<file path="config.mk">
export PLATFORM = sky130hd
export DESIGN_NAME = transpose_ranking_list_core
export DESIGN_NICKNAME = d
export VERILOG_FILES = /design/src/sv/trl_pkg.sv /design/src/sv/transpose_ranking_list_core.sv /design/src/sv/trl_ram.sv
export SDC_FILE = /design/constraint.sdc
export NUM_CORES = 1
export LEC_CHECK = 0
export BUFFER_PORTS_ARGS = -buffer_cell sky130_fd_sc_hd__buf_2
export CORE_MARGIN = 2
export CORE_UTILIZATION = 30
export CTS_CLUSTER_SIZE = 10
export DETAILED_ROUTE_END_ITERATION = 10
export MAX_ROUTING_LAYER = met4
export PLACE_DENSITY = 0.42
export SYNTH_ARGS = -nofsm -noshare
export SYNTH_HDL_FRONTEND = slang
export SYNTH_SLANG_ARGS = --single-unit
</file>
<file path="constraint.sdc">
create_clock -name clk_i -period 18.2 [get_ports clk_i]
set_input_delay 0 -clock clk_i [delete_from_list [all_inputs] [get_ports clk_i]]
set_output_delay 0 -clock clk_i [all_outputs]
set_load 0.01 [all_outputs]
</file>
<file path="src/sv/trl_pkg.sv">
// shared types and constants for the transpose ranking list
`default_nettype none

package trl_pkg;

  localparam int unsigned DEF_CAPACITY = 16;
  localparam int unsigned DEF_KEY_BITS = 32;

  localparam int unsigned FUNC_W  = 3;
  localparam int unsigned KEY_W   = 32;
  localparam int unsigned RANK_W  = 5;
  localparam int unsigned PLACE_W = 5;
  localparam int unsigned COUNT_W = 5;

  // key, rank packed and padded to bytes
  localparam int unsigned IN_DATA_W  = 40;
  // item, place, count packed and padded to bytes
  localparam int unsigned OUT_PAD    = 6;
  localparam int unsigned OUT_DATA_W = KEY_W + PLACE_W + COUNT_W + OUT_PAD;

  typedef enum logic [FUNC_W-1:0] {
    FN_ADD      = 3'd0,
    FN_GET      = 3'd1,
    FN_CONTAINS = 3'd2,
    FN_DOWN     = 3'd3,
    FN_POSITION = 3'd4,
    FN_TOP      = 3'd5
  } func_e;

  typedef enum logic [3:0] {
    ST_IDLE,
    ST_SCAN,
    ST_PAIR0,
    ST_PAIR1,
    ST_PAIR2,
    ST_W1,
    ST_W2,
    ST_RESP,
    ST_TOP_RD,
    ST_TOP_OUT
  } state_e;

endpackage

`default_nettype wire

</file>
<file path="src/sv/transpose_ranking_list_core.sv">
// self-organizing key list with transpose reordering, keys kept in one ram
//
//  channel   dir  tdata (low bit up)                  tuser  tlast
//  s_axis    in   key[31:0], rank[36:32], pad         func   -
//  m_axis    out  item[31:0], place[36:32],           ok     last of item
//                 count[41:37], pad
//
// add, contains, position: the key scan reads one entry per cycle and checks it in
// the next cycle; add and contains then make 2 ram writes when the key moves up,
// then the result is handed off and the core idles before taking the next.
// get and down: read a pair (pair0, pair1, pair2), write it back swapped (w1, w2),
// hand off the result and idle; get of rank one stops after pair1, writing nothing.
// top k: each key is read in top_rd, handed off in top_out, held while m_axis stalls.
// reset clears state, fill and valid flags; entries at or past fill are unused.
// one result register sits on m_axis, a new beat is taken while it waits.
`default_nettype none

module transpose_ranking_list_core #(
  parameter int unsigned CAPACITY = trl_pkg::DEF_CAPACITY,
  parameter int unsigned KEY_BITS = trl_pkg::DEF_KEY_BITS
) (
  input  wire logic                            clk_i,
  input  wire logic                            rst_ni,
  input  wire logic                            s_axis_tvalid,
  output logic                                 s_axis_tready,
  input  wire logic [trl_pkg::IN_DATA_W-1:0]   s_axis_tdata,  // key, rank
  input  wire logic [trl_pkg::FUNC_W-1:0]      s_axis_tuser,  // func
  output logic                                 m_axis_tvalid,
  input  wire logic                            m_axis_tready,
  output logic      [trl_pkg::OUT_DATA_W-1:0]  m_axis_tdata,  // item, place, count
  output logic                                 m_axis_tuser,  // ok
  output logic                                 m_axis_tlast
);

  import trl_pkg::*;

  localparam int unsigned SW = (KEY_BITS < KEY_W) ? KEY_BITS : KEY_W;
  localparam int unsigned AW = $clog2(CAPACITY);
  localparam int unsigned CW = $clog2(CAPACITY + 1);
  localparam int unsigned NW = (CW > RANK_W) ? CW : RANK_W;

  state_e              state_q, state_d;
  func_e               func_q, func_d;
  logic [SW-1:0]       key_q, key_d;
  logic [CW-1:0]       fill_q, fill_d;
  logic [CW-1:0]       rd_idx_q, rd_idx_d;
  logic                chk_valid_q, chk_valid_d;
  logic [AW-1:0]       chk_idx_q, chk_idx_d;
  logic [SW-1:0]       prev_q, prev_d;
  logic [SW-1:0]       cur_q, cur_d;
  logic [AW-1:0]       wa_q, wa_d;
  logic                single_q, single_d;
  logic [CW-1:0]       top_m_q, top_m_d;
  logic                res_ok_q, res_ok_d;
  logic [SW-1:0]       res_item_q, res_item_d;
  logic [PLACE_W-1:0]  res_place_q, res_place_d;

  logic                out_valid_q, out_valid_d;
  logic                out_ok_q, out_ok_d;
  logic [KEY_W-1:0]    out_item_q, out_item_d;
  logic [PLACE_W-1:0]  out_place_q, out_place_d;
  logic [COUNT_W-1:0]  out_count_q, out_count_d;
  logic                out_last_q, out_last_d;

  logic                ram_we;
  logic [AW-1:0]       ram_waddr;
  logic [SW-1:0]       ram_wdata;
  logic                ram_re;
  logic [AW-1:0]       ram_raddr;
  logic [SW-1:0]       ram_rdata;

  logic [RANK_W-1:0]   in_n;
  logic [NW-1:0]       n_w;
  logic [NW-1:0]       fill_w;
  logic                out_free;
  logic                out_load;
  logic                load_ok;
  logic [SW-1:0]       load_item;
  logic [PLACE_W-1:0]  load_place;
  logic                load_last;

  trl_ram #(
    .WIDTH(SW),
    .DEPTH(CAPACITY)
  ) u_ram (
    .clk_i  (clk_i),
    .we_i   (ram_we),
    .waddr_i(ram_waddr),
    .wdata_i(ram_wdata),
    .re_i   (ram_re),
    .raddr_i(ram_raddr),
    .rdata_o(ram_rdata)
  );

  assign in_n     = s_axis_tdata[KEY_W +: RANK_W];
  assign n_w      = NW'(in_n);
  assign fill_w   = NW'(fill_q);
  assign out_free = !out_valid_q || m_axis_tready;

  assign s_axis_tready = (state_q == ST_IDLE);

  always_comb begin
    state_d     = state_q;
    func_d      = func_q;
    key_d       = key_q;
    fill_d      = fill_q;
    rd_idx_d    = rd_idx_q;
    chk_valid_d = 1'b0;
    chk_idx_d   = chk_idx_q;
    prev_d      = prev_q;
    cur_d       = cur_q;
    wa_d        = wa_q;
    single_d    = single_q;
    top_m_d     = top_m_q;
    res_ok_d    = res_ok_q;
    res_item_d  = res_item_q;
    res_place_d = res_place_q;
    ram_we      = 1'b0;
    ram_waddr   = wa_q;
    ram_wdata   = cur_q;
    ram_re      = 1'b0;
    ram_raddr   = wa_q;
    out_load    = 1'b0;
    load_ok     = res_ok_q;
    load_item   = res_item_q;
    load_place  = res_place_q;
    load_last   = 1'b1;

    unique case (state_q)
      ST_IDLE: begin
        if (s_axis_tvalid) begin
          func_d      = func_e'(s_axis_tuser);
          key_d       = SW'(s_axis_tdata[KEY_W-1:0]);
          rd_idx_d    = '0;
          res_ok_d    = 1'b0;
          res_item_d  = '0;
          res_place_d = '0;
          single_d    = 1'b0;
          priority case (func_e'(s_axis_tuser))
            FN_ADD, FN_CONTAINS, FN_POSITION: begin
              state_d = ST_SCAN;
            end
            FN_GET: begin
              if (n_w == '0 || n_w > fill_w) begin
                state_d = ST_RESP;
              end else begin
                single_d = (n_w == NW'(1));
                wa_d     = (n_w == NW'(1)) ? '0 : AW'(n_w - NW'(2));
                state_d  = ST_PAIR0;
              end
            end
            FN_DOWN: begin
              if (n_w != '0 && n_w < fill_w) begin
                wa_d    = AW'(n_w - NW'(1));
                state_d = ST_PAIR0;
              end else begin
                state_d = ST_RESP;
              end
            end
            FN_TOP: begin
              top_m_d = CW'((n_w < fill_w) ? n_w : fill_w);
              state_d = (n_w == '0 || fill_q == '0) ? ST_RESP : ST_TOP_RD;
            end
            default: begin
              state_d = ST_RESP;
            end
          endcase
        end
      end

      ST_SCAN: begin
        ram_re      = (rd_idx_q < fill_q);
        ram_raddr   = rd_idx_q[AW-1:0];
        rd_idx_d    = rd_idx_q + CW'(1);
        chk_valid_d = ram_re;
        chk_idx_d   = rd_idx_q[AW-1:0];
        if (chk_valid_q) begin
          if (ram_rdata == key_q) begin
            // hit: prev_q holds the entry one rank ahead
            res_ok_d = 1'b1;
            wa_d     = AW'(chk_idx_q - AW'(1));
            cur_d    = ram_rdata;
            priority case (func_q)
              FN_ADD:      res_place_d = (chk_idx_q == '0) ? PLACE_W'(1)
                                                           : PLACE_W'(chk_idx_q);
              FN_POSITION: res_place_d = PLACE_W'(CW'(chk_idx_q) + CW'(1));
              default:     res_place_d = '0;
            endcase
            state_d = (chk_idx_q != '0 && func_q != FN_POSITION) ? ST_W1 : ST_RESP;
          end else if (CW'(chk_idx_q) == fill_q - CW'(1)) begin
            state_d = ST_RESP;
            if (func_q == FN_ADD && fill_q < CW'(CAPACITY)) begin
              ram_we      = 1'b1;
              ram_waddr   = fill_q[AW-1:0];
              ram_wdata   = key_q;
              fill_d      = fill_q + CW'(1);
              res_ok_d    = 1'b1;
              res_place_d = PLACE_W'(fill_q + CW'(1));
            end
          end else begin
            prev_d = ram_rdata;
          end
        end else if (fill_q == '0) begin
          // empty list: nothing to scan
          state_d = ST_RESP;
          if (func_q == FN_ADD) begin
            ram_we      = 1'b1;
            ram_waddr   = '0;
            ram_wdata   = key_q;
            fill_d      = CW'(1);
            res_ok_d    = 1'b1;
            res_place_d = PLACE_W'(1);
          end
        end
      end

      ST_PAIR0: begin
        ram_re    = 1'b1;
        ram_raddr = wa_q;
        state_d   = ST_PAIR1;
      end

      ST_PAIR1: begin
        ram_re    = 1'b1;
        ram_raddr = AW'(wa_q + AW'(1));
        prev_d    = ram_rdata;
        if (single_q) begin
          res_ok_d   = 1'b1;
          res_item_d = ram_rdata;
          state_d    = ST_RESP;
        end else begin
          state_d = ST_PAIR2;
        end
      end

      ST_PAIR2: begin
        cur_d    = ram_rdata;
        res_ok_d = 1'b1;
        if (func_q == FN_GET) begin
          res_item_d = ram_rdata;
        end
        state_d = ST_W1;
      end

      ST_W1: begin
        ram_we    = 1'b1;
        ram_waddr = wa_q;
        ram_wdata = cur_q;
        state_d   = ST_W2;
      end

      ST_W2: begin
        ram_we    = 1'b1;
        ram_waddr = AW'(wa_q + AW'(1));
        ram_wdata = prev_q;
        state_d   = ST_RESP;
      end

      ST_RESP: begin
        if (out_free) begin
          out_load = 1'b1;
          state_d  = ST_IDLE;
        end
      end

      ST_TOP_RD: begin
        ram_re    = 1'b1;
        ram_raddr = rd_idx_q[AW-1:0];
        state_d   = ST_TOP_OUT;
      end

      ST_TOP_OUT: begin
        load_ok    = 1'b1;
        load_item  = ram_rdata;
        load_place = '0;
        load_last  = (rd_idx_q + CW'(1) == top_m_q);
        if (out_free) begin
          out_load = 1'b1;
          rd_idx_d = rd_idx_q + CW'(1);
          state_d  = load_last ? ST_IDLE : ST_TOP_RD;
        end
      end

      default: begin
        state_d = ST_IDLE;
      end
    endcase
  end

  always_comb begin
    out_valid_d = out_valid_q && !m_axis_tready;
    out_ok_d    = out_ok_q;
    out_item_d  = out_item_q;
    out_place_d = out_place_q;
    out_count_d = out_count_q;
    out_last_d  = out_last_q;
    if (out_load) begin
      out_valid_d = 1'b1;
      out_ok_d    = load_ok;
      out_item_d  = KEY_W'(load_item);
      out_place_d = load_place;
      out_count_d = COUNT_W'(fill_q);
      out_last_d  = load_last;
    end
  end

  always_ff @(posedge clk_i or negedge rst_ni) begin
    if (!rst_ni) begin
      state_q     <= ST_IDLE;
      fill_q      <= '0;
      chk_valid_q <= 1'b0;
      out_valid_q <= 1'b0;
    end else begin
      state_q     <= state_d;
      fill_q      <= fill_d;
      chk_valid_q <= chk_valid_d;
      out_valid_q <= out_valid_d;
    end
  end

  always_ff @(posedge clk_i) begin
    func_q      <= func_d;
    key_q       <= key_d;
    rd_idx_q    <= rd_idx_d;
    chk_idx_q   <= chk_idx_d;
    prev_q      <= prev_d;
    cur_q       <= cur_d;
    wa_q        <= wa_d;
    single_q    <= single_d;
    top_m_q     <= top_m_d;
    res_ok_q    <= res_ok_d;
    res_item_q  <= res_item_d;
    res_place_q <= res_place_d;
    out_ok_q    <= out_ok_d;
    out_item_q  <= out_item_d;
    out_place_q <= out_place_d;
    out_count_q <= out_count_d;
    out_last_q  <= out_last_d;
  end

  assign m_axis_tvalid = out_valid_q;
  assign m_axis_tdata  = {{OUT_PAD{1'b0}}, out_count_q, out_place_q, out_item_q};
  assign m_axis_tuser  = out_ok_q;
  assign m_axis_tlast  = out_last_q;

  // the list never holds more keys than it has room for
  a_fill_bound: assert property (@(posedge clk_i) disable iff (!rst_ni)
    fill_q <= CW'(CAPACITY))
    else $error("fill count beyond capacity");

  // the count only grows, one key at a time
  a_fill_step: assert property (@(posedge clk_i) disable iff (!rst_ni)
    (fill_q != $past(fill_q)) |-> (fill_q == $past(fill_q) + CW'(1)))
    else $error("fill count changed by other than one");

  // no ram write outside a command in progress
  a_no_idle_write: assert property (@(posedge clk_i) disable iff (!rst_ni)
    (state_q == ST_IDLE) |-> !ram_we)
    else $error("ram written while idle");

  // a result is loaded only when the output register can take it
  a_no_overwrite: assert property (@(posedge clk_i) disable iff (!rst_ni)
    out_load |-> (!out_valid_q || m_axis_tready))
    else $error("pending result overwritten");

endmodule

`default_nettype wire

</file>
<file path="src/sv/trl_ram.sv">
// generic single-write, single-read ram with registered read data
`default_nettype none

module trl_ram #(
  parameter int unsigned WIDTH = 32,
  parameter int unsigned DEPTH = 16
) (
  input  wire logic                     clk_i,
  input  wire logic                     we_i,
  input  wire logic [$clog2(DEPTH)-1:0] waddr_i,
  input  wire logic [WIDTH-1:0]         wdata_i,
  input  wire logic                     re_i,
  input  wire logic [$clog2(DEPTH)-1:0] raddr_i,
  output logic      [WIDTH-1:0]         rdata_o
);

  logic [WIDTH-1:0] mem_q [DEPTH];

  always_ff @(posedge clk_i) begin
    if (we_i) begin
      mem_q[waddr_i] <= wdata_i;
    end
    if (re_i) begin
      rdata_o <= mem_q[raddr_i];
    end
  end

endmodule

`default_nettype wire

</file>
==> flow_summary.ini <==
[setup_path]
crit_path_cell_trace = nor2_1, nand2_1, inv_1, nand2_1, o21ai_4, buf_4, a221oi_2, nor4_2, buf_4
critPathRequiredTime_ps = 18440
start_kind = flop
timing.rr.end = u_ram.mem_q[3][28]$_DFFE_PP_
slowest_delay_ps = 630
slowest_stage = dfrtp_1
cpLargestDelayFamily = buffers and inverters
r2r-start = state_q[2]$_DFFE_PN0P_
crit_buf_inv = 3
critical_path_arrival_ps = 5040
worst-path-max-fanout = 36
ff2ff_path_depth = 9
cp-end-kind = flop
r2r_slack_ps = 13400
critPathKind = flop to flop

[logic_synthesis]
syn_inst = 2313
synth-main-ff-cell = edfxtp_1
ys_warn_count = 0
async_flop_share = 0.0146
synth.area.top_cells = edfxtp_1 (72%), nand2_1 (7.9%), mux2i_1 (3.2%)
synth_area_mm2 = 0.0311
yosys_register_bits = 755
syn_avg_cell_area_um2 = 13.4
synth_edf_count = 744
yosysUniqueCellTypes = 66
synth-seq-area-share = 0.728
synth_top_area_share = 0.719
synth_top_area_cell = edfxtp_1

[drt]
routed_wirelength_um = 81900
wl_per_cell_um = 21.3
drc = 0
vias = 18390
ant_nets = 0
drtPass1Iterations = 5
drt_iter0_markers = 1488
viasPerCell = 4.78

[timing]
maxSlewHeadroom = 0.228
hold_violations = 0
final-setup-viol-count = 0
whs_ps = 83.0
rsz0062_at_grt = no
fin_setup_tns_ps = 0
worst_pin_slew_ps = 1160
skew_ps = 32.4
post-route-period-util = 0.264
fmax_mhz = 208
finalMaxSlewViolations = 0
min_period_ps = 4800

[clock_network]
cts-buffers-inserted = 88
clock_latency_ps = 630
cts.path.max_buffers = 3
cts-root-buf = clkbuf_16
h-tree-depth = 3
cts-hold-fix-buffers = 45
clock_sinks = 755
cts_resized = 0
cts_setup_buffers = 0
cts_tree = yes
clk_pin_slew_worst_paths_ps = 50

[cells_and_area]
area_growth_pct = 16.3
fin_area_mm2 = 0.0361
nets = 2510
layout_common_cells = edfxtp_1 (744), nand2_1 (649), nand3_1 (114)
drive_gt1_frac = 0.109
layout_commonest_cell = edfxtp_1
final_cells = 3851

[floorplanning]
fp.dieW_um = 326
row_count = 118
dieArea_mm2 = 0.106
num_io_pins = 99
die_h_um = 326
fp.coreArea_mm2 = 0.103
start_util = 0.302

[worst_hold_path]
worstHoldStart = s_axis_tdata[28]
hold_depth = 2
holdPathEnd = key_q[28]$_DFFE_PP_
hold_path.class = input pin to flop

[global_routing]
grt_overflow_total = 0
antenna_found_initial = 0
grt_pass1_vias = 18298
track_usage = 0.158
grt_pass1_wl_um = 122000
grt_max_degree = 169

[run_status]
status = finished clean

[placement]
post_dp_cell_area_mm2 = 0.0332
hpwl_um = 46100
gp_congestion = 0.817
numPortBuffers = 89
dp_cells = 3688

[pwr]
power_mw = 6.53
leakage_nw = 12.6
peakVddDrop_uv = 154
powerDensity_mw_per_mm2 = 181

[flow_run]
drv_cap = 0
worst max-delay path by stage:
stage	startpoint	end	cells after the start
final	state_q[2]$_DFFE_PN0P_	u_ram.mem_q[3][28]$_DFFE_PP_	9
after global routing	state_q[1]$_DFFE_PN0P_	u_ram.rdata_o[20]$_DFFE_PP_	9
after CTS	state_q[1]$_DFFE_PN0P_	u_ram.rdata_o[20]$_DFFE_PP_	9
after detailed placement	state_q[1]$_DFFE_PN0P_	u_ram.rdata_o[20]$_DFFE_PP_	9
after global placement	state_q[1]$_DFFE_PN0P_	u_ram.rdata_o[20]$_DFFE_PP_	9
after floorplan	fill_q[0]$_DFFE_PN0P_	u_ram.mem_q[0][0]$_DFFE_PP_	10
final cells by class:
type	instances	area (um^2)
well taps	1380	1730
multi-input cells	1410	8070
clock inverters	10	145
fillers	9992	66900
clock buffers	107	2310
inverters	14	52.6
repair buffers	174	1210
flip-flops and latches	755	22600
diodes	1	2.50
cells in the mapped netlist (11+ instances only):
cell and number:
nor2_1 39, o21ai_0 86, nand2_1 651, nor3_1 13
and2_1 41, clkbuf_1 103, mux2i_1 99, dfrtp_1 11
a22oi_1 33, a32oi_1 32, nor4_1 20, nand3b_1 32
a21oi_1 28, nand4_1 11, inv_1 14, buf_2 23
nand3_1 114, edfxtp_1 744, xnor2_1 50, nor2b_1 11
o221ai_1 33, ha_1 20
worst reg2reg max path, stage by stage (launching register included):
cell and delay, ps:
dfrtp_1 630, nor2_1 380, nand2_1 270, inv_1 580
nand2_1 470, o21ai_4 240, buf_4 520, a221oi_2 330
nor4_2 340, buf_4 620
state kept, by name, indices dropped and copies added, names as in the netlist, 4 cells and up:
register / count
chk_idx_q: 4
cur_q: 32
fill_q: 5
key_q: 32
out_count_q: 5
out_item_q: 32
out_place_q: 5
prev_q: 32
rd_idx_q: 5
res_item_q: 32
res_place_q: 5
state_q: 4
top_m_q: 5
u_ram.mem_q: 512
u_ram.rdata_o: 32
wa_q: 4
metal layers:
layer | global-route usage | vias up | wire [um] | share of wire
met5 | - | - | 0 | 0
met4 | 0.0439 | 0 | 1740 | 0.021
met3 | 0.0265 | 109 | 4140 | 0.051
met2 | 0.250 | 421 | 38600 | 0.47
met1 | 0.210 | 9152 | 37400 | 0.46
li1 | - | 8708 | - | -
report_power, final:
part | internal, mW | switching (mW)
Sequential | 2.50 | 0.189
Clock | 0.900 | 0.661
Combinational | 0.686 | 1.59
kinds of logic after synthesis:
| group | Yosys count | synth area share |
|---|---|---|
| AO/OA/AOI/OAI | 259 | 0.0583 |
| buffers and inverters | 153 | 0.0204 |
| adder cells (fa/ha/maj) | 21 | 0.00838 |
| flip-flops | 755 | 0.728 |
| XOR/XNOR | 58 | 0.0163 |
| other | 1 | 0.000121 |
| multiplexers | 101 | 0.0326 |
| AND/OR/NAND/NOR | 965 | 0.136 |
stage by stage:
step	utilization	worst slack, ps
final	0.351	13400
after global routing	0.351	12930
after CTS	0.351	13320
after detailed placement	0.322	13340
after global placement	0.322	13420
after floorplan	-	12110
Note: power is estimated with default switching activity, not from simulation.
